==> config.mk <==
export PLATFORM = sky130hd
export DESIGN_NAME = tkst_cfg
export DESIGN_NICKNAME = d
export VERILOG_FILES = /design/src/rtl/tkst_pkg.sv /design/src/rtl/tkst_cfg.sv
export SDC_FILE = /design/constraint.sdc
export NUM_CORES = 1
export LEC_CHECK = 0
export BUFFER_PORTS_ARGS = -buffer_cell sky130_fd_sc_hd__buf_2
export CORE_UTILIZATION = 45
export CTS_BUF_LIST = sky130_fd_sc_hd__clkbuf_4
export CTS_CLUSTER_DIAMETER = 80
export DETAILED_ROUTE_END_ITERATION = 8
export PLACE_DENSITY = 0.83
export SETUP_SLACK_MARGIN = 0.2
export SLEW_MARGIN = 0
export SYNTH_ARGS = -nofsm -noshare
export SYNTH_HDL_FRONTEND = slang
export SYNTH_SLANG_ARGS = --single-unit
==> constraint.sdc <==
create_clock -name clk_i -period 2.3 [get_ports clk_i]
set_clock_uncertainty 0.1 [all_clocks]
set_input_delay 0 -clock clk_i [delete_from_list [all_inputs] [get_ports clk_i]]
set_output_delay 0 -clock clk_i [all_outputs]
set_load 0.03 [all_outputs]
==> src/rtl/tkst_pkg.sv <==
`default_nettype none
// ----------------------------------------------------------------------------
// Top-K score table package
// Shared types and constants for the ranked score table block.
// ----------------------------------------------------------------------------
package tkst_pkg;

  localparam int unsigned NUM_TABLES_MAX = 7;
  localparam int unsigned CFG_IDX_W      = 3;
  localparam int unsigned CFG_DATA_W     = 7;

  localparam logic [CFG_IDX_W-1:0] REG_TABLES_IN_USE = 3'd0;

  typedef enum logic [1:0] {
    ACT_INSERT = 2'd0,
    ACT_CHECK  = 2'd1,
    ACT_READ   = 2'd2,
    ACT_CLEAR  = 2'd3
  } action_e;

  typedef enum logic [2:0] {
    S_INIT,
    S_IDLE,
    S_INS,
    S_WAIT,
    S_CLR
  } state_e;

  typedef struct packed {
    action_e            action;
    logic [2:0]         table_req;
    logic signed [31:0] score;
    logic [31:0]        entry_tag;
    logic [6:0]         slot;
  } req_t;

  typedef struct packed {
    logic [6:0]         inserted_at;
    logic               qualifies;
    logic signed [31:0] read_score;
    logic [31:0]        read_tag;
  } res_t;

  typedef struct packed {
    logic signed [31:0] score;
    logic [31:0]        tag;
  } entry_t;

  typedef struct packed {
    logic [2:0]                          tables_in_use;
    logic [NUM_TABLES_MAX-1:0][6:0]      slots;
  } cfg_t;

endpackage
`default_nettype wire

==> src/rtl/tkst_cfg.sv <==
`default_nettype none
// ----------------------------------------------------------------------------
// Configuration registers
// Holds the number of tables in use and the slot count of each table.
// ----------------------------------------------------------------------------
module tkst_cfg
  import tkst_pkg::*;
(
  input  wire logic                  clk_i,
  input  wire logic                  rst_ni,
  input  wire logic                  cfg_valid_i,
  output logic                       cfg_ready_o,
  input  wire logic [CFG_IDX_W-1:0]  cfg_index_i,
  input  wire logic [CFG_DATA_W-1:0] cfg_data_i,
  output cfg_t                       cfg_o
);

  cfg_t cfg_q, cfg_d;
  logic [CFG_IDX_W-1:0] slot_idx;

  assign cfg_ready_o = 1'b1;
  assign slot_idx    = cfg_index_i - 3'd1;

  always_comb begin
    cfg_d = cfg_q;
    if (cfg_valid_i) begin
      case (cfg_index_i)
        REG_TABLES_IN_USE: cfg_d.tables_in_use = cfg_data_i[2:0];
        default:           cfg_d.slots[slot_idx] = cfg_data_i;
      endcase
    end
  end

  always_ff @(posedge clk_i or negedge rst_ni) begin
    if (!rst_ni) begin
      cfg_q <= '0;
    end else begin
      cfg_q <= cfg_d;
    end
  end

  assign cfg_o = cfg_q;

endmodule
`default_nettype wire

## Yosys cells after proc, flatten, opt, wreduce, memory -nomap -nowiden

Cells that the tools add are included.

| word-level totals | value |
|---|---|
| register bits | 52 |
| output and inout bits | 53 |
| logic and storage cells | 19 |
| bits of input ports | 13 |

| operators by class | value |
|---|---|
| add/sub/neg operators | 1 |
| reductions and logical operators | 4 |
| muxes and demuxes | 3 |
| magnitude comparators | 2 |
| bitwise gates (word level) | 1 |

Operators by type and width:

| kind | count |
|---|---|
| 49-bit bitwise mux | 1 |
| 7-bit demux with 3-bit select | 1 |
| 7-bit two-way mux | 1 |
| 3-bit by 4-bit less-than comparator with 1-bit output, second input constant | 1 |
| 2-bit AND reduction | 2 |
| 3-bit by 1-bit greater-or-equal comparator with 1-bit output, second input constant | 1 |
| 3-bit logical NOT | 1 |
| 3-bit by 1-bit subtractor with 3-bit output, second input constant | 1 |
| 1-bit logical AND | 1 |
| 1-bit NOT | 1 |

## Longest topological paths before layout

Gate-level depths: netlist of run 1.

| logic depth | value |
|---|---|
| depth in word-level cells | 6 |
| gate-level depth with buffers | 7 |
| mapped depth without buffers | 5 |

## Worst setup path after synthesis of run 1

OpenSTA, ideal clock, no wires.

| timing path | value |
|---|---|
| path kind | input to register |
| from | input port cfg_index_i[0] |
| to | register cfg_q (netlist bit cfg_o[21]) |
| setup slack | 0.491 ns |
| data required time | 2.075 ns |
| buffers on the path | 2 |
| arrival | 1.584 ns |
| cell stages on the path | 7 |
| library setup time | 0.125 ns |
| cells stage by stage | inv_1 > ha_1 > or3_1 > buf_6 > a2111o_1 > buf_6 > mux2_4 |

| between the ends | value |
|---|---|
| cells in the longest elaborated chain, start to end | 6 |
| elaborated cells on any way between the ends | 10 |
| classes of those cells | 1 x add/sub; 2 x order compare; 3 x mux; 1 x bitwise; 3 x reduce/logical |

Ends and longest elaborated chain:

| item | RTL line | source |
|---|---|---|
| from (decl) | tkst_cfg.sv:13 | `input wire logic [CFG_IDX_W-1:0] cfg_index_i,` |
| 3-bit by 1-bit subtractor with 3-bit output | tkst_cfg.sv:22 | `assign slot_idx = cfg_index_i - 3'd1;` |
| 3-bit by 4-bit less-than comparator with 1-bit output (implied by the code) or 3-bit by 1-bit greater-or-equal comparator with 1-bit output (tied branches) | tkst_cfg.sv:29 | `default: cfg_d.slots[slot_idx] = cfg_data_i;` |
| 1-bit logical AND (implied by the code) | tkst_cfg.sv:29 |  |
| 7-bit two-way mux (implied by the code) | tkst_cfg.sv:29 |  |
| 7-bit demux with 3-bit select | tkst_cfg.sv:29 |  |
| 49-bit bitwise mux | tkst_cfg.sv:29 |  |
| to (signal assigned) | tkst_cfg.sv:38 | `cfg_q <= cfg_d;` |
| to (decl) | tkst_cfg.sv:18 | `cfg_t cfg_q, cfg_d;` |

Several ways; a longest one is shown, not always the timed one.
A chain may end at the register's enable or synchronous reset.

## Worst setup path in the final report of run 1

| timing path | value |
|---|---|
| from | input port cfg_index_i[0] |
| to | register cfg_q (netlist bit cfg_o[26]) |

Same word-level chain as after synthesis.

==> impl_results.md, run 1 <==
- Crit-path max FO: 7
- Min Tclk post-route: 1734 ps
- Reg area: 1301 sq um
- RSZ-0062 raised after global routing: no
- Most frequent cells in the layout: 64 x buf_2, 52 x dfrtp_1, 45 x mux2_2
- Longest Clk Path Bufs: 2
- Fillers: 348
- Area delta synth->final: 25.89%
- Largest cells by area after synthesis: dfrtp_1 62%, mux2_2 24%, mux2_4 5.0%
- PwrDens: 1154 nW/um^2
- Number of flip-flops under the largest register name: 52
- Mapped Nets: 143
- Nets: 222
- HPWL after DPL: 2.868 mm
- Hold buffers post-CTS: 10
- Max Cap Violations: 0
- Core box area: 4414 sq um
- Sequential share of the synthesized area: 0.6205
- Clock Tree Root: clkbuf_4
- Status: finished clean
- GRT Overall Usage: 0.1804
- Clock Sinks: 52
- TritonRoute pass-1 iters: 4
- Post-CTS sizing: 0
- Post-CTS Setup Bufs: 0
- Relative slew slack: 0.5512
- Most common cell after layout, fill and taps aside: buf_2
- Final max-slew violation count: 0
- Worst-path clk slew: 140 ps
- FP Rows: 24
- Initial antenna violation count: 0
- Multi-input combinational cell area: 754.5 sq um
- Die W: 70.27 microns
- CP arrival: 1890 ps
- Number of synthesis warnings: 0
- Largest net degree at the start of global routing: 38
- Endpoint type of the worst setup path: flop
- Final Core Density: 0.5981
- Via count: 1328
- I/O pins: 66
- Dominant cell type by area after synthesis: dfrtp_1
- WL final: 4.172 mm
- Die height: 70.27 microns
- Final Hold Vio Count: 0
- Vias in the first global route: 1368
- Grt total ovfl: 0
- Max rail drop VDD: 0.6945 mV
- Static Leak: 0.001314 uW
- Post-route ant nets: 0
- H-tree depth: 2
- Max Clk Rate: 0.5767 GHz
- First-pass GRT wire length: 6.727 mm
- Mean Syn Cell Area: 16.38 sq um
- Tcrit/Tclk final: 0.7540
- Post-Synthesis Cell Area: 2097 sq um
- Cell count after synthesis: 128
- ANT cells: 0
- Synth unique cells: 20
- Sum of negative setup slack: 0 ps
- Actual slew at the worst max-slew pin: 668.7 ps
- Top-area cell type share of the netlist area: 0.6205
- Clock latency at the later pin of the worst-skew pair: 350 ps
- Vias/cell: 5.108
- #FFs+latches synth: 52
- WP data required: 2460 ps
- Final setup viols: 0
- Hold Crit Class: in -> reg
- Port bufs: 64
- Drt drc: 0
- Initial Utilization: 0.4751
- Layout cells sized above 1: 0.6154
- Die ar.: 4937 sq um
- Starting DRT DRC Count: 84
- Worst Path Class, Setup: in -> reg
- CTS tree: done
- RePlAce Congestion: 0.7198
- Routed wire per std cell: 16.05 microns
- CTS Buf Count: 5
- CP startpoint kind: primary input
-- cells in the mapped netlist --
library cell	number
a2111o_1	1
a21boi_2	2
a21oi_2	1
and3b_1	2
buf_4	1
buf_6	2
conb_1	1
dfrtp_1	52
ha_1	2
inv_1	3
mux2_2	45
mux2_4	7
nand2_1	1
nand3_1	1
nand3b_1	1
nor2b_1	1
nor3b_1	1
o21ai_1	2
o21bai_1	1
or3_1	1
-- worst paths after layout --
check | endpoint | from | depth (start not counted) | slack (ps)
max | cfg_o[26]$_DFFE_PN0P_ | cfg_index_i[0] | 6 | 570
min | cfg_o[51]$_DFFE_PN0P_ | cfg_index_i[2] | 3 | 30
max reg2reg | cfg_o[5]$_DFFE_PN0P_ | cfg_o[5]$_DFFE_PN0P_ | 1 | 1420
min reg2reg | cfg_o[31]$_DFFE_PN0P_ | cfg_o[31]$_DFFE_PN0P_ | 1 | 410
max in group asynchronous | cfg_o[18]$_DFFE_PN0P_ | rst_ni | 3 | 1020
min in group asynchronous | cfg_o[23]$_DFFE_PN0P_ | rst_ni | 3 | 150
-- area by class of cell --
type | count | area share
tap | 52 | 0.02464
sequential | 52 | 0.4929
clock buffer | 6 | 0.01706
multi-input combinational | 70 | 0.2858
inverter | 3 | 0.004265
clock inverter | 2 | 0.01327
timing repair buffer | 75 | 0.1621
-- per-layer routing --
metal  vias up  wire length (microns)  track usage
met5         -                      0            0
met4         0                     41      0.05333
met3         5                    285      0.05772
met2        50                   1899       0.2656
met1       660                   1945       0.2561
li1        613                      -            -
-- cells by family (layout without fill, tap and decap cells) --
kind of cell | after synthesis | in the layout | share of synthesized area
multiplexers | 52 | 52 | 0.2918
flip-flops | 52 | 52 | 0.6205
AND/OR/NAND/NOR | 8 | 8 | 0.02566
AO/OA/AOI/OAI | 7 | 7 | 0.02864
buffers and inverters | 6 | 86 | 0.01969
adder cells (fa/ha/maj) | 2 | 2 | 0.01193
other | 1 | 1 | 0.001788
-- metrics by stage --
step	cells	hold WS, ps	instance area (sq um)	power, uW	setup WS, ps
after floorplan	128	-395.6	2097	2173	490.8
after global placement	242	-173.1	2460	2534	253.5
after detailed placement	242	-170.3	2460	2556	206.9
after CTS	260	4.641	2640	3077	601.9
after global routing	260	28.38	2640	3194	544.9
final	260	29.05	2640	3046	565.9
-- critical path: stages --
cell and delay [ps]:
buf_2 130, inv_1 70, ha_1 230, or3_1 470, a2111o_1 630, mux2_4 360
-- where the power goes --
part | leakage [uW] | switching, uW | internal, uW
Combinational | 0.000640 | 789 | 434
Sequential | 0.000627 | 138 | 1180
Clock | 0.0000456 | 263 | 240
Total | 0.00131 | 1190 | 1860
Note: power is estimated with default switching activity, not from simulation.
==> run 2: changes to the inputs <==
--- a/config.mk
+++ b/config.mk
@@ -10,7 +10,7 @@
 export CTS_BUF_LIST = sky130_fd_sc_hd__clkbuf_4
 export CTS_CLUSTER_DIAMETER = 80
 export DETAILED_ROUTE_END_ITERATION = 8
-export PLACE_DENSITY = 0.83
+export PLACE_DENSITY = 0.86
 export SETUP_SLACK_MARGIN = 0.2
 export SLEW_MARGIN = 0
 export SYNTH_ARGS = -nofsm -noshare
==> constraint.sdc (replaced) <==
create_clock -name clk_i -period 1.4 [get_ports clk_i]
set_clock_uncertainty 0.1 [all_clocks]
set_input_delay 0 -clock clk_i [delete_from_list [all_inputs] [get_ports clk_i]]
set_output_delay 0 -clock clk_i [all_outputs]
set_load 0.03 [all_outputs]
==> run 2 against run 1 <==
Effect of this change:
- sequential power is 64% higher
- design area rose by 10%
- flip-flop and latch count did not move
- first-iteration DRC count is 44% lower
- die area unchanged
- register-to-register slack worse by 910 ps
- routed wire length increased by 11%
- worst setup slack lost 500 ps
- via count is 6.2% higher
- critical path depth unchanged
- clock power up 77%
- sequential share of layout area decreased by 4.5 points
==> impl_results.md, run 2 (synthesized netlist as in run 1, its figures left out) <==
- Clock Tree Root: clkbuf_4
- WP data required: 1570 ps
- Layout cells sized above 1: 0.6923
- First-pass GRT wire length: 7.734 mm
- TritonRoute pass-1 iters: 4
- Nets: 235
- Routed wire per std cell: 16.93 microns
- Vias/cell: 5.165
- Final max-slew violation count: 0
- Static Leak: 0.001434 uW
- Max Clk Rate: 0.7499 GHz
- Final Hold Vio Count: 0
- Post-route ant nets: 0
- Die ar.: 4937 sq um
- Port bufs: 64
- Max Cap Violations: 0
- Hold Crit Class: in -> async
- Initial Utilization: 0.4751
- ANT cells: 0
- WL final: 4.622 mm
- Clock latency at the later pin of the worst-skew pair: 370 ps
- Most common cell after layout, fill and taps aside: buf_2
- PwrDens: 1785 nW/um^2
- Final Core Density: 0.6579
- Total Power: 5184 uW
- Status: finished clean
- I/O pins: 66
- FP Rows: 24
- Worst-path clk slew: 160 ps
- CTS Buf Count: 5
- Grt total ovfl: 0
- RSZ-0062 raised after global routing: yes
- Tcrit/Tclk final: 0.9525
- Crit-path cells: buf_8, inv_12, ha_4, or3_4, a2111o_2, mux2_4
- Number of flip-flops under the largest register name: 52
- H-tree depth: 2
- Via count: 1410
- Max incr delay on CP: 550 ps
- Worst Path Class, Setup: in -> reg
- GRT Overall Usage: 0.2091
- Endpoint type of the worst setup path: flop
- CP arrival: 1500 ps
- Sum of negative setup slack: 0 ps
- Longest Clk Path Bufs: 2
- Initial antenna violation count: 0
- Die height: 70.27 microns
- CTS tree: done
- CP max-delay cell: a2111o_2
- Worst R2R Path Depth: 1
- Worst reg2reg endpoint: cfg_o[10]$_DFFE_PN0P_
- Starting DRT DRC Count: 47
- Vias in the first global route: 1530
- Core box area: 4414 sq um
- Max rail drop VDD: 1.149 mV
- CP startpoint kind: primary input
- Critical R2R Launch: cfg_o[10]$_DFFE_PN0P_
- Drt drc: 0
- HPWL after DPL: 3.175 mm
- Crit-path max FO: 7
- Most frequent cells in the layout: 62 x buf_2, 52 x dfrtp_1, 38 x mux2_2
- Area delta synth->final: 38.48%
- Die W: 70.27 microns
- Final setup viols: 0
- Min Tclk post-route: 1334 ps
- Largest net degree at the start of global routing: 53
- RePlAce Congestion: 0.7714
- R2R setup slack: 510 ps
- Clock Sinks: 52
[run 2: area by class of cell]
cell class                 instances  area [sq um]
clock buffer                       6         45.04
tap                               52         65.06
clock inverter                     2         38.79
multi-input combinational         70         852.1
sequential                        52          1301
timing repair buffer              88         570.5
inverter                           3         31.28
fill                             317          1510
[run 2: report_power, final]
group / switching (uW) / internal, uW / total, uW
registers: 231 / 1940 / 2170
clock network: 484 / 404 / 888
logic: 1330 / 790 / 2120
[run 2: worst max-delay path by stage]
stage / start / end / slack, ps / cells after the start
finish: cfg_index_i[1] / cfg_o[22]$_DFFE_PN0P_ / 70 / 6
global route: cfg_index_i[1] / cfg_o[22]$_DFFE_PN0P_ / 80 / 6
CTS: cfg_index_i[1] / cfg_o[26]$_DFFE_PN0P_ / 30 / 6
detailed placement: cfg_index_i[1] / cfg_o[26]$_DFFE_PN0P_ / -450 / 6
global placement: cfg_index_i[1] / cfg_o[27]$_DFFE_PN0P_ / -420 / 6
floorplan: cfg_index_i[1] / cfg_o[21]$_DFFE_PN0P_ / -260 / 7
[run 2: timing repair]
action | 4_1_cts | 5_1_grt
setup endpoints to repair | 49 | 31
gates resized for setup | 13 | 2
hold buffers | 9 | 0
endpoints found under the hold margin | 104 | 0
setup buffers | 0 | 1
gates cloned | 0 | 0
pin swaps | 2 | 2
[run 2: metal layers]
| metal | up-vias | global-route usage | wire [microns] |
|---|---|---|---|
| met2 | 53 | 0.3354 | 2290 |
| met4 | 0 | 0.07111 | 45 |
| met3 | 4 | 0.06926 | 286 |
| li1 | 639 | - | - |
| met5 | - | 0 | 0 |
| met1 | 714 | 0.2661 | 2000 |
[run 2: per-stage QoR]
step	worst slack [ps]	hold slack (ps)	cell area [sq um]	cells
after detailed placement	-451.9	-88.96	2656	255
after global routing	77.61	31.07	2904	273
after floorplan	-260.1	-395.6	2183	128
final	66.44	22.85	2904	273
after CTS	25.97	23.53	2885	272
after global placement	-418.9	-92.05	2656	255
[run 2: critical path, delay by kind of cell]
kind	cells	cell delay, ps
AOI/OAI and AO/OA	1	550
adders and majority gates	1	140
buffers and inverters	2	120
muxes	1	330
and+or+nand+nor	1	360
