**src/rtl/tkst_pkg.sv**
```systemverilog
`default_nettype none
// ----------------------------------------------------------------------------
// Top-K score table package
// Shared types and constants for the ranked score table block.
// ----------------------------------------------------------------------------
package tkst_pkg;

  localparam int unsigned NUM_TABLES_MAX = 7;
  localparam int unsigned CFG_IDX_W      = 3;
  localparam int unsigned CFG_DATA_W     = 7;

  localparam logic [CFG_IDX_W-1:0] REG_TABLES_IN_USE = 3'd0;

  typedef enum logic [1:0] {
    ACT_INSERT = 2'd0,
    ACT_CHECK  = 2'd1,
    ACT_READ   = 2'd2,
    ACT_CLEAR  = 2'd3
  } action_e;

  typedef enum logic [2:0] {
    S_INIT,
    S_IDLE,
    S_INS,
    S_WAIT,
    S_CLR
  } state_e;

  typedef struct packed {
    action_e            action;
    logic [2:0]         table_req;
    logic signed [31:0] score;
    logic [31:0]        entry_tag;
    logic [6:0]         slot;
  } req_t;

  typedef struct packed {
    logic [6:0]         inserted_at;
    logic               qualifies;
    logic signed [31:0] read_score;
    logic [31:0]        read_tag;
  } res_t;

  typedef struct packed {
    logic signed [31:0] score;
    logic [31:0]        tag;
  } entry_t;

  typedef struct packed {
    logic [2:0]                          tables_in_use;
    logic [NUM_TABLES_MAX-1:0][6:0]      slots;
  } cfg_t;

endpackage
`default_nettype wire

```
**src/rtl/tkst_seq.sv**
```systemverilog
`default_nettype none
// ----------------------------------------------------------------------------
// Table sequencer
// Decodes each word, walks the table through the entry memory and forms the
// result. An insert streams the slots once, writing the new entry at the
// first lower score and carrying each displaced entry one slot down.
// ----------------------------------------------------------------------------
module tkst_seq
  import tkst_pkg::*;
#(
  parameter int unsigned SLOTS  = 64,
  parameter int unsigned TABLES = 7,
  parameter int unsigned DEPTH  = 448,
  parameter int unsigned ADDR_W = 9
) (
  input  wire logic              clk_i,
  input  wire logic              rst_ni,
  input  wire logic              start,
  output logic                   busy,
  input  wire req_t              req_i,
  input  wire cfg_t              cfg_i,
  output logic                   done_o,
  output res_t                   res_o,
  output logic                   mem_ren_o,
  output logic [ADDR_W-1:0]      mem_raddr_o,
  input  wire entry_t            mem_rdata_i,
  output logic                   mem_wen_o,
  output logic [ADDR_W-1:0]      mem_waddr_o,
  output entry_t                 mem_wdata_o
);

  localparam int unsigned CNT_W = $clog2(DEPTH + 1);

  state_e               state_q, state_d;
  action_e              op_q, op_d;
  logic signed [31:0]   score_q, score_d;
  logic [31:0]          tag_q, tag_d;
  logic [ADDR_W-1:0]    base_q, base_d;
  logic [CNT_W-1:0]     n_q, n_d;
  logic [CNT_W-1:0]     idx_q, idx_d;
  logic [CNT_W-1:0]     pos_q, pos_d;
  logic                 vld_q, vld_d;
  logic                 hit_q, hit_d;
  logic [6:0]           ins_q, ins_d;
  entry_t               carry_q, carry_d;
  res_t                 res_q, res_d;
  logic                 done_q, done_d;

  logic                 accept;
  logic [2:0]           tm1;
  logic                 t_ok;
  logic [6:0]           sl_req;
  logic [CNT_W-1:0]     n_req;
  logic [ADDR_W-1:0]    base_req;
  logic                 go_ins, go_wait, go_clr;
  logic                 chk_ok, rd_ok;
  logic                 init_last, clr_last, ins_last;
  logic                 beat;
  logic [CNT_W-1:0]     pos_inc;

  assign accept   = start && !busy;
  assign tm1      = req_i.table_req - 3'd1;
  assign t_ok     = (req_i.table_req != 3'd0) && (32'(req_i.table_req) <= 32'(TABLES));
  assign sl_req   = t_ok ? cfg_i.slots[tm1] : 7'd0;
  assign n_req    = (32'(sl_req) > 32'(SLOTS)) ? CNT_W'(SLOTS) : CNT_W'(sl_req);
  assign base_req = ADDR_W'(tm1) * ADDR_W'(SLOTS);

  assign chk_ok   = t_ok && (n_req != '0) && (req_i.table_req <= cfg_i.tables_in_use);
  assign rd_ok    = t_ok && (req_i.slot != 7'd0) && (32'(req_i.slot) <= 32'(n_req));
  assign go_ins   = accept && (req_i.action == ACT_INSERT) && t_ok && (n_req != '0);
  assign go_wait  = accept && (((req_i.action == ACT_CHECK) && chk_ok) ||
                               ((req_i.action == ACT_READ) && rd_ok));
  assign go_clr   = accept && (req_i.action == ACT_CLEAR) && t_ok;

  assign init_last = idx_q == CNT_W'(DEPTH - 1);
  assign clr_last  = idx_q == CNT_W'(SLOTS - 1);
  assign ins_last  = vld_q && (pos_q == n_q - CNT_W'(1));
  assign beat      = $signed(score_q) > $signed(mem_rdata_i.score);
  assign pos_inc   = pos_q + CNT_W'(1);

  always_comb begin
    state_d = state_q;
    case (state_q)
      S_INIT: begin
        if (init_last) state_d = S_IDLE;
      end
      S_IDLE: begin
        if (go_ins) begin
          state_d = S_INS;
        end else if (go_wait) begin
          state_d = S_WAIT;
        end else if (go_clr) begin
          state_d = S_CLR;
        end
      end
      S_INS: begin
        if (ins_last) state_d = S_IDLE;
      end
      S_WAIT: state_d = S_IDLE;
      S_CLR: begin
        if (clr_last) state_d = S_IDLE;
      end
      default: state_d = S_IDLE;
    endcase
  end

  always_comb begin
    op_d        = op_q;
    score_d     = score_q;
    tag_d       = tag_q;
    base_d      = base_q;
    n_d         = n_q;
    idx_d       = idx_q;
    pos_d       = pos_q;
    vld_d       = 1'b0;
    hit_d       = hit_q;
    ins_d       = ins_q;
    carry_d     = carry_q;
    res_d       = res_q;
    done_d      = 1'b0;
    mem_ren_o   = 1'b0;
    mem_raddr_o = '0;
    mem_wen_o   = 1'b0;
    mem_waddr_o = '0;
    mem_wdata_o = '0;
    case (state_q)
      S_INIT: begin
        mem_wen_o   = 1'b1;
        mem_waddr_o = ADDR_W'(idx_q);
        idx_d       = init_last ? '0 : idx_q + CNT_W'(1);
      end
      S_IDLE: begin
        if (accept) begin
          op_d    = req_i.action;
          score_d = req_i.score;
          tag_d   = req_i.entry_tag;
          base_d  = base_req;
          n_d     = n_req;
          idx_d   = '0;
          hit_d   = 1'b0;
          ins_d   = 7'd0;
          if (go_wait) begin
            mem_ren_o = 1'b1;
            if (req_i.action == ACT_CHECK) begin
              mem_raddr_o = base_req + ADDR_W'(n_req - CNT_W'(1));
            end else begin
              mem_raddr_o = base_req + ADDR_W'(req_i.slot - 7'd1);
            end
          end else if (!go_ins && !go_clr) begin
            done_d = 1'b1;
            res_d  = '0;
          end
        end
      end
      S_WAIT: begin
        done_d = 1'b1;
        res_d  = '0;
        if (op_q == ACT_CHECK) begin
          res_d.qualifies = beat;
        end else begin
          res_d.read_score = mem_rdata_i.score;
          res_d.read_tag   = mem_rdata_i.tag;
        end
      end
      S_CLR: begin
        mem_wen_o   = 1'b1;
        mem_waddr_o = base_q + ADDR_W'(idx_q);
        idx_d       = idx_q + CNT_W'(1);
        if (clr_last) begin
          done_d = 1'b1;
          res_d  = '0;
        end
      end
      S_INS: begin
        if (idx_q < n_q) begin
          mem_ren_o   = 1'b1;
          mem_raddr_o = base_q + ADDR_W'(idx_q);
          idx_d       = idx_q + CNT_W'(1);
          vld_d       = 1'b1;
          pos_d       = idx_q;
        end
        if (vld_q) begin
          if (hit_q) begin
            mem_wen_o   = 1'b1;
            mem_waddr_o = base_q + ADDR_W'(pos_q);
            mem_wdata_o = carry_q;
            carry_d     = mem_rdata_i;
          end else if (beat) begin
            mem_wen_o         = 1'b1;
            mem_waddr_o       = base_q + ADDR_W'(pos_q);
            mem_wdata_o.score = score_q;
            mem_wdata_o.tag   = tag_q;
            hit_d             = 1'b1;
            ins_d             = 7'(pos_inc);
            carry_d           = mem_rdata_i;
          end
        end
        if (ins_last) begin
          done_d = 1'b1;
          res_d  = '0;
          if (hit_q) begin
            res_d.inserted_at = ins_q;
          end else if (beat) begin
            res_d.inserted_at = 7'(pos_inc);
          end
        end
      end
      default: ;
    endcase
  end

  always_ff @(posedge clk_i or negedge rst_ni) begin
    if (!rst_ni) begin
      state_q <= S_INIT;
      idx_q   <= '0;
      vld_q   <= 1'b0;
      hit_q   <= 1'b0;
      done_q  <= 1'b0;
    end else begin
      state_q <= state_d;
      idx_q   <= idx_d;
      vld_q   <= vld_d;
      hit_q   <= hit_d;
      done_q  <= done_d;
    end
  end

  always_ff @(posedge clk_i) begin
    op_q    <= op_d;
    score_q <= score_d;
    tag_q   <= tag_d;
    base_q  <= base_d;
    n_q     <= n_d;
    pos_q   <= pos_d;
    ins_q   <= ins_d;
    carry_q <= carry_d;
    res_q   <= res_d;
  end

  assign busy   = state_q != S_IDLE;
  assign done_o = done_q;
  assign res_o  = res_q;

  a_done_not_busy : assert property (@(posedge clk_i) disable iff (!rst_ni)
    done_q |-> (state_q == S_IDLE))
    else $error("result shown while the sequencer is still busy");

  a_no_rw_clash : assert property (@(posedge clk_i) disable iff (!rst_ni)
    (mem_wen_o && mem_ren_o) |-> (mem_waddr_o != mem_raddr_o))
    else $error("read and write of the same entry in one cycle");

  a_no_done_in_init : assert property (@(posedge clk_i) disable iff (!rst_ni)
    (state_q == S_INIT) |-> !done_q)
    else $error("result produced during the clearing sweep");

  a_ins_in_range : assert property (@(posedge clk_i) disable iff (!rst_ni)
    (done_q && ($past(state_q) == S_INS)) |-> (32'(res_q.inserted_at) <= 32'(n_q)))
    else $error("inserted slot beyond the table's slot count");

endmodule
`default_nettype wire

```
**config.mk**
```make
export PLATFORM = sky130hd
export DESIGN_NAME = tkst_seq
export DESIGN_NICKNAME = d
export VERILOG_FILES = /design/src/rtl/tkst_pkg.sv /design/src/rtl/tkst_seq.sv
export SDC_FILE = /design/constraint.sdc
export NUM_CORES = 1
export LEC_CHECK = 0
export ABC_AREA = 1
export BUFFER_PORTS_ARGS = -buffer_cell sky130_fd_sc_hd__buf_2
export CELL_PAD_IN_SITES_DETAIL_PLACEMENT = 0
export CELL_PAD_IN_SITES_GLOBAL_PLACEMENT = 2
export CORE_MARGIN = 2
export CORE_UTILIZATION = 29
export CTS_CLUSTER_DIAMETER = 80
export DETAILED_ROUTE_END_ITERATION = 6
export MAX_ROUTING_LAYER = met4
export PLACE_DENSITY_LB_ADDON = 0.15
export SYNTH_ARGS = -nofsm -noshare
export SYNTH_HDL_FRONTEND = slang
export SYNTH_SLANG_ARGS = --single-unit
export TNS_END_PERCENT = 30
```
**constraint.sdc**
```tcl
create_clock -name clk_i -period 5.9 [get_ports clk_i]
set_input_delay 1.475 -clock clk_i [delete_from_list [all_inputs] [get_ports clk_i]]
set_output_delay 1.475 -clock clk_i [all_outputs]
set_load 0.005 [all_outputs]
```
Word level (Yosys, flattened, before mapping)

Index checks and enable logic that the tools add are counted.

Register bits after elaboration: 245
Bits of input ports: 195
Output and inout bits: 158
Word-level logic and storage cells: 157

Add/sub/neg operators: 10
Magnitude comparators: 6
Eq/ne operators: 23
Muxes and demuxes: 63
Reduce and logical (&&, ||, !) cells: 37

Operators by type and width:

| cell                                                | count |
|---|---|
| two-way mux 64 bit                                  | 7 |
| two-way mux 72 bit                                  | 5 |
| case mux 72 bit (4 select lines)                    | 1 |
| two-way mux 9 bit                                   | 10 |
| two-way mux 7 bit                                   | 9 |
| adder 9 bit                                         | 4 |
| case mux 9 bit (4 select lines)                     | 1 |
| greater-than comparator 32 bit                      | 1 |
| case mux 9 bit (3 select lines)                     | 1 |
| binary-select mux 7 bit (select 3 bit)              | 1 |
| != test 2 bit, second input constant                | 10 |
| two-way mux 3 bit                                   | 6 |
| case mux 9 bit (2 select lines)                     | 1 |
| subtractor 7 x 1 -> 8 bit, second input constant    | 2 |
| logical AND 1 bit                                   | 15 |
| two-way mux 1 bit                                   | 15 |
| case mux 7 bit (2 select lines)                     | 1 |
| case mux 3 bit (4 select lines)                     | 1 |
| adder 9 x 1 -> 9 bit, second input constant         | 1 |
| equality test 9 x 6 -> 1 bit, second input constant | 1 |
| equality test 9 bit                                 | 1 |
| equality test 9 bit, second input constant          | 1 |
| less-than comparator 9 bit                          | 1 |
| AND reduction 3 bit                                 | 3 |
| 30 further kinds                                    | 40 |

Depth between registers and ports, before layout

Depth in word-level cells: 15
Gate-level depth with buffers: 32
Depth with buffers taken out: 29

Least setup slack after synthesis

OpenSTA, ideal clock, no wires.

Kind: input to output
From: input req_i[71] in the netlist's numbering
To: output mem_raddr_o[8]
Data arrival time: 4.646 ns
Required time: 4.425 ns
Setup slack: -0.221 ns
Stages on the path: 29
Path buffers: 3
Path through: buf_6 inv_4 buf_6 ha_1 buf_2 nor2_1 nor2_1 nand2_1 nand3_2 nand2_2 nor2_2 nand2_1 nand2_2 inv_1 nor2_1 inv_1 ha_1 inv_1 nor2_1 nand3_1 a31oi_1 ha_1 fa_1 inv_1 xor2_1 nand3_1 nand2_1 nand2_1 o21ai_1

Cells in the longest elaborated chain, start to end: 15
Elaborated cells on any way between the ends: 25
Those cells by class: add/sub: 4; order compare: 3; mux: 8; reduce/logical: 10

RTL lines:

| element                                                             | RTL line        | text |
|---|---|---|
| start: declaration                                                  | tkst_seq.sv:20  | `input wire req_t req_i,` |
| subtractor 3 x 1 -> 3 bit (*)                                       | tkst_seq.sv:62  | `assign tm1 = req_i.table_req - 3'd1;` |
| via base_req[6]                                                     | tkst_seq.sv:54  | `logic [ADDR_W-1:0] base_req;` |
| binary-select mux 7 bit (select 3 bit) (*)                          | tkst_seq.sv:64  | `assign sl_req = t_ok ? cfg_i.slots[tm1] : 7'd0;` |
| two-way mux 7 bit (not written as such) (*)                         | tkst_seq.sv:64  |  |
| two-way mux 7 bit (*)                                               | tkst_seq.sv:64  |  |
| greater-than comparator 7 bit                                       | tkst_seq.sv:65  | `assign n_req = (32'(sl_req) > 32'(SLOTS)) ? CNT_W'(SLOTS) : CNT_W'(sl_req);` |
| two-way mux 7 bit (*)                                               | tkst_seq.sv:65  |  |
| via n_req[1]                                                        | tkst_seq.sv:53  | `logic [CNT_W-1:0] n_req;` |
| parallel branches: the longest is 6 deep, another holds adder 9 bit | n/a             |  |
| two-way mux 9 bit (*)                                               | tkst_seq.sv:142 | `if (go_wait) begin` |
| two-way mux 9 bit (*)                                               | tkst_seq.sv:133 | `if (accept) begin` |
| case mux 9 bit (2 select lines) (*)                                 | tkst_seq.sv:126 | `case (state_q)` |
| end: declaration                                                    | tkst_seq.sv:25  | `output logic [ADDR_W-1:0] mem_raddr_o,` |

Mark *: on every way through the listed nets, which the timed path passes. The select of a mux whose other input is x is not followed.

Final worst setup path

From: input req_i[71] in the netlist's numbering
To: output mem_raddr_o[8]

Cells in the longest elaborated chain, start to end: 15
Elaborated cells on any way between the ends: 25
Those cells by class: add/sub: 4; order compare: 3; mux: 8; reduce/logical: 10

RTL lines:

| element                                                             | RTL line |
|---|---|
| subtractor 3 x 1 -> 3 bit                                           | tkst_seq.sv:62 |
| binary-select mux 7 bit (select 3 bit)                              | tkst_seq.sv:64 |
| two-way mux 7 bit (not written as such)                             | tkst_seq.sv:64 |
| two-way mux 7 bit (*)                                               | tkst_seq.sv:64 |
| greater-than comparator 7 bit                                       | tkst_seq.sv:65 |
| two-way mux 7 bit (*)                                               | tkst_seq.sv:65 |
| via n_req[1]                                                        | tkst_seq.sv:53 |
| parallel branches: the longest is 6 deep, another holds adder 9 bit | n/a |
| two-way mux 9 bit (*)                                               | tkst_seq.sv:142 |
| two-way mux 9 bit (*)                                               | tkst_seq.sv:133 |
| case mux 9 bit (2 select lines) (*)                                 | tkst_seq.sv:126 |

Marked as above.

==> results.txt <==
- Clock share of power: 0.268
- Together, buffers and inverters on the worst path number 9.
- In this run, the number of DRC markers left after iteration 0 of detailed routing was 575.
- Of the total synthesized cell area, the portion taken by full adders, half adders and majority gates is 0.06257.
* Synthesized-area fraction occupied by xor and xnor cells: 0.01275
- Initial antenna violation count: 16
- Sequential element share of the synthesized area: 0.5660
- The worst hold path belongs to the class flop to flop.
- Net Count, Synth: 1537
- The setup path with the least slack is of type input port to output port.
- Of the post-synthesis cell area, the dominant cell type holds 0.5366.
* Post-synthesis register bit count: 243
* Top cell by count, worst path: sky130_fd_sc_hd__nand2_1
- Clock buffers created by TritonCTS: 30
- Input/output buffers: 352
- Number of instances in the synthesized netlist: 1280
- From bottom edge to top edge, the die measures 213.8 µm.
- The floorplan step defined a die boundary enclosing 45690 µm².
* 1st-pass router iterations: 4
* Placeable core region: 43270 µm²
- Syn-to-layout area delta: 30.49%
- Vias in the first global route: 10780
- Between clock sinks in the finished design, the worst skew comes to 0.02934 ns.
- Die extent in x: 213.8 µm
- By area, the combinational part of the netlist is dominated by simple AND/OR/NAND/NOR gates.
- Net switching power: 2263 µW
- Switching fraction of total power: 0.3477
- H-tree lvl count: 1
- Setup total negative slack: -0.02253 ns
* Share of final-layout standard cells stronger than drive strength 1: 0.3241
- Based on the critical path, the design can be clocked at up to 0.1688 GHz.
* Maximum ir drop on the vdd rail: 267.6 µV
- The worst setup path is captured at an output port.
- Clock tree synthesis selected as its root buffer the cell sky130_fd_sc_hd__clkbuf_16.
- Post-synthesis cell type count: 48
- Async SR Flop Fraction: 0.06173
- Leading register cell type out of synthesis: sky130_fd_sc_hd__edfxtp_1
- Final Critical Period: 5.923 ns
- In the global route stage, met1 resource usage came out at 0.2339.
- For this configuration, the core starts out at a cell density of 0.2949.
* EDFF count, synth: 228
* Smallest setup slack after layout: -0.02253 ns
* Worst-margin pin slew: 0.9726 ns
- Family with the most delay on the worst path: adder cells
- Static leakage: 0.007337 µW
- Slowest CP cell: sky130_fd_sc_hd__ha_4
- Number of remaining DRC errors: 0
* Max Root-Sink Buffers: 3
* Setup violations, final: 1
- Of the post-synthesis cell area, the part taken by muxes is 0.
- Vias post-DR: 10700
- Run status: finished with violations
- Final hold slack: 0.5196 ns
- Routability-driven placement finished with a final weighted congestion of 0.8366.
- YS warnings: 0
- In the final routed layout, each cell accounts on average for 19.43 µm.
* Share of the clock period used by the worst path after layout: 1.004
- The total overflow left after global routing is 0.
* Fraction of the mapped netlist area in compound gates: 0.06335
- Of all nets on the critical path, the largest fanout is 7.
- The synthesized netlist occupies a cell area of 12760 µm².
- Number of routed nets with antenna violations: 0
- Number of standard-cell rows in the floorplan: 76
- The number of max-slew violations in the final report came to 0.
- 353 I/O pins were placed.
- First-pass GRT wire length: 64.92 mm
* Logic pwr share: 0.318
- The clock reaches the later pin of the worst-skew pair after 0.56 ns.
- Unrepaired setup endpoints after global routing: true
* Number of clock sinks: 243
* Headroom to the max-slew limit: 0.3516
* Detailed placement HPWL: 31.88 mm
- Endpoint required time on the critical path: 4.43 ns
- After filler insertion, the fill cell instance count of the layout stands at 4438.
- Of all cell types, the one taking the most synthesized area is sky130_fd_sc_hd__edfxtp_1.
* Worst-path clk slew: 0.06 ns
* Synth area leaders: sky130_fd_sc_hd__edfxtp_1 54%, sky130_fd_sc_hd__nand2_1 8.7%, sky130_fd_sc_hd__ha_1 5.8%, sky130_fd_sc_hd__inv_1 3.9%, sky130_fd_sc_hd__a21oi_1 3.8%
- Of the total synthesized cell area, the portion taken by AND, OR, NAND and NOR gates is 0.2271.
* Clock tree from TritonCTS: built
* Largest net degree at the start of global routing: 67
* Cell-internal power: 4246 µW
- Final nets: 1926
* Largest incremental delay on the critical path: 0.33 ns
- The worst setup path is launched from an input port.
* Data arrival, critical path: 4.45 ns
* Average instance area after synthesis: 9.968 µm²
- For met2 alone, demand over resource in global routing was 0.3326.
- Across the run, the number of max-cap violations was 0.
- Via count normalized by instance count: 4.678
- M3 GR Usage: 0.03896
* Global Route Usage Sum: 0.1942
- Final count of hold timing violations: 0
- Wire length reported by the detailed router: 44.45 mm
- Cell Pwr Density: 391.0 nW/µm²
- Violated checks: setup timing
* Sequential share of power: 0.414
* Most used routing layer: met2
final cells by class:
type,count,area [µm²],area share
multi-input combinational,835,4865,0.2922
sequential,243,7223,0.4339
tap,585,732.0,0.04397
clock buffer,36,794.5,0.04772
clock inverter,15,126.4,0.007591
antenna,14,35.03,0.002104
inverter,142,550.5,0.03307
timing repair buffer,417,2322,0.1395
power groups by stage:
stage / registers (µW) / clock network [µW] / logic [µW]
after detailed placement: 2730 / 0 / 2080
after CTS: 2700 / 1800 / 2110
final: 2690 / 1740 / 2070
after global placement: 2720 / 0 / 2080
after floorplan: 2730 / 0 / 1080
after global routing: 2740 / 1870 / 2300
path summary, 6_finish.rpt:
check / from / end / slack [ns] / cells after the start
setup / recovery: req_i[71] / mem_raddr_o[8] / -0.02 / 30
hold / removal: ins_q[5] / res_o[70] / 0.52 / 2
setup reg to reg: score_q[31] / carry_q[62] / 2.47 / 12
hold reg to reg: ins_q[5] / res_o[70] / 0.52 / 2
max in group asynchronous: rst_ni / hit_q / 4.74 / 1
min in group asynchronous: rst_ni / idx_q[5] / 0.84 / 1
placed cells by master (no fill, tap or decap), drive strengths merged, types with 2 or more instances in the layout:
cell / n
a31oi: 4
nand4: 74
clkbuf: 36
nor3: 45
xor2: 9
nand2: 310
o21a: 2
bufinv: 2
nand3: 66
dfrtp: 15
or2: 2
inv: 140
xnor2: 7
o211ai: 2
nor3b: 37
o22ai: 5
clkinv: 15
fa: 3
edfxtp: 228
buf: 417
and3: 3
ha: 59
nor2: 63
nor4: 2
a21oi: 99
nand3b: 3
diode: 14
a21o: 2
o21ai: 34
Yosys cell counts (all sizes together), types with 4 or more instances:
cell,number
nand2,310
edfxtp,228
inv,141
a21oi,99
nand4,74
nand3,66
nor2,63
ha,59
nor3,45
buf,38
nor3b,37
o21ai,34
clkbuf,22
dfrtp,15
xor2,9
xnor2,7
o22ai,5
a31oi,4
sequential cells by signal (all words and copies together), names as in the netlist, 2 cells and up:
| signal | flops |
|---|---|
| base_q | 3 |
| carry_q | 64 |
| idx_q | 9 |
| ins_q | 7 |
| n_q | 7 |
| op_q | 2 |
| pos_q | 9 |
| res_o | 72 |
| score_q | 32 |
| state_q | 3 |
| tag_q | 32 |
per-stage QoR:
step	setup WS, ns	instances	power [µW]	util	area [µm²]
floorplan	0.002634	1280	3814	-	12830
global placement	-0.2732	2211	4804	0.3571	15450
detailed placement	-0.3376	2211	4813	0.3571	15450
CTS	-0.1286	2268	6606	0.3811	16490
global route	-0.2568	2286	6907	0.3847	16650
finish	-0.02253	2287	6509	0.3848	16650
per-layer routing:
layer  vias to the layer above  part of all wire
met5                         -                 0
met4                         0             0.020
met3                        48             0.066
met2                       279              0.48
met1                      5122              0.43
li1                       5249                 -
worst min-delay path: cells and delay by family, from the launching register on:
family        cells  cell delay (ns)
flops             1             0.32
simple gates      2             0.10
cells by family (layout without fill, tap and decap cells):
group | Yosys count | after routing
fa+ha+maj | 62 | 62
xor+xnor | 17 | 17
other cells | 0 | 14
flops | 243 | 243
simple gates | 605 | 605
buf+inv | 202 | 610
compound gates | 151 | 151
timing repair:
action                     CTS  global route
gates cloned                 0             0
resized for setup           23            24
hold buffers                 0             0
buffers inserted             6             5
pin swaps                   17            24
setup endpoints to repair   10            10
No activity file was read; power rests on OpenSTA's default activity.
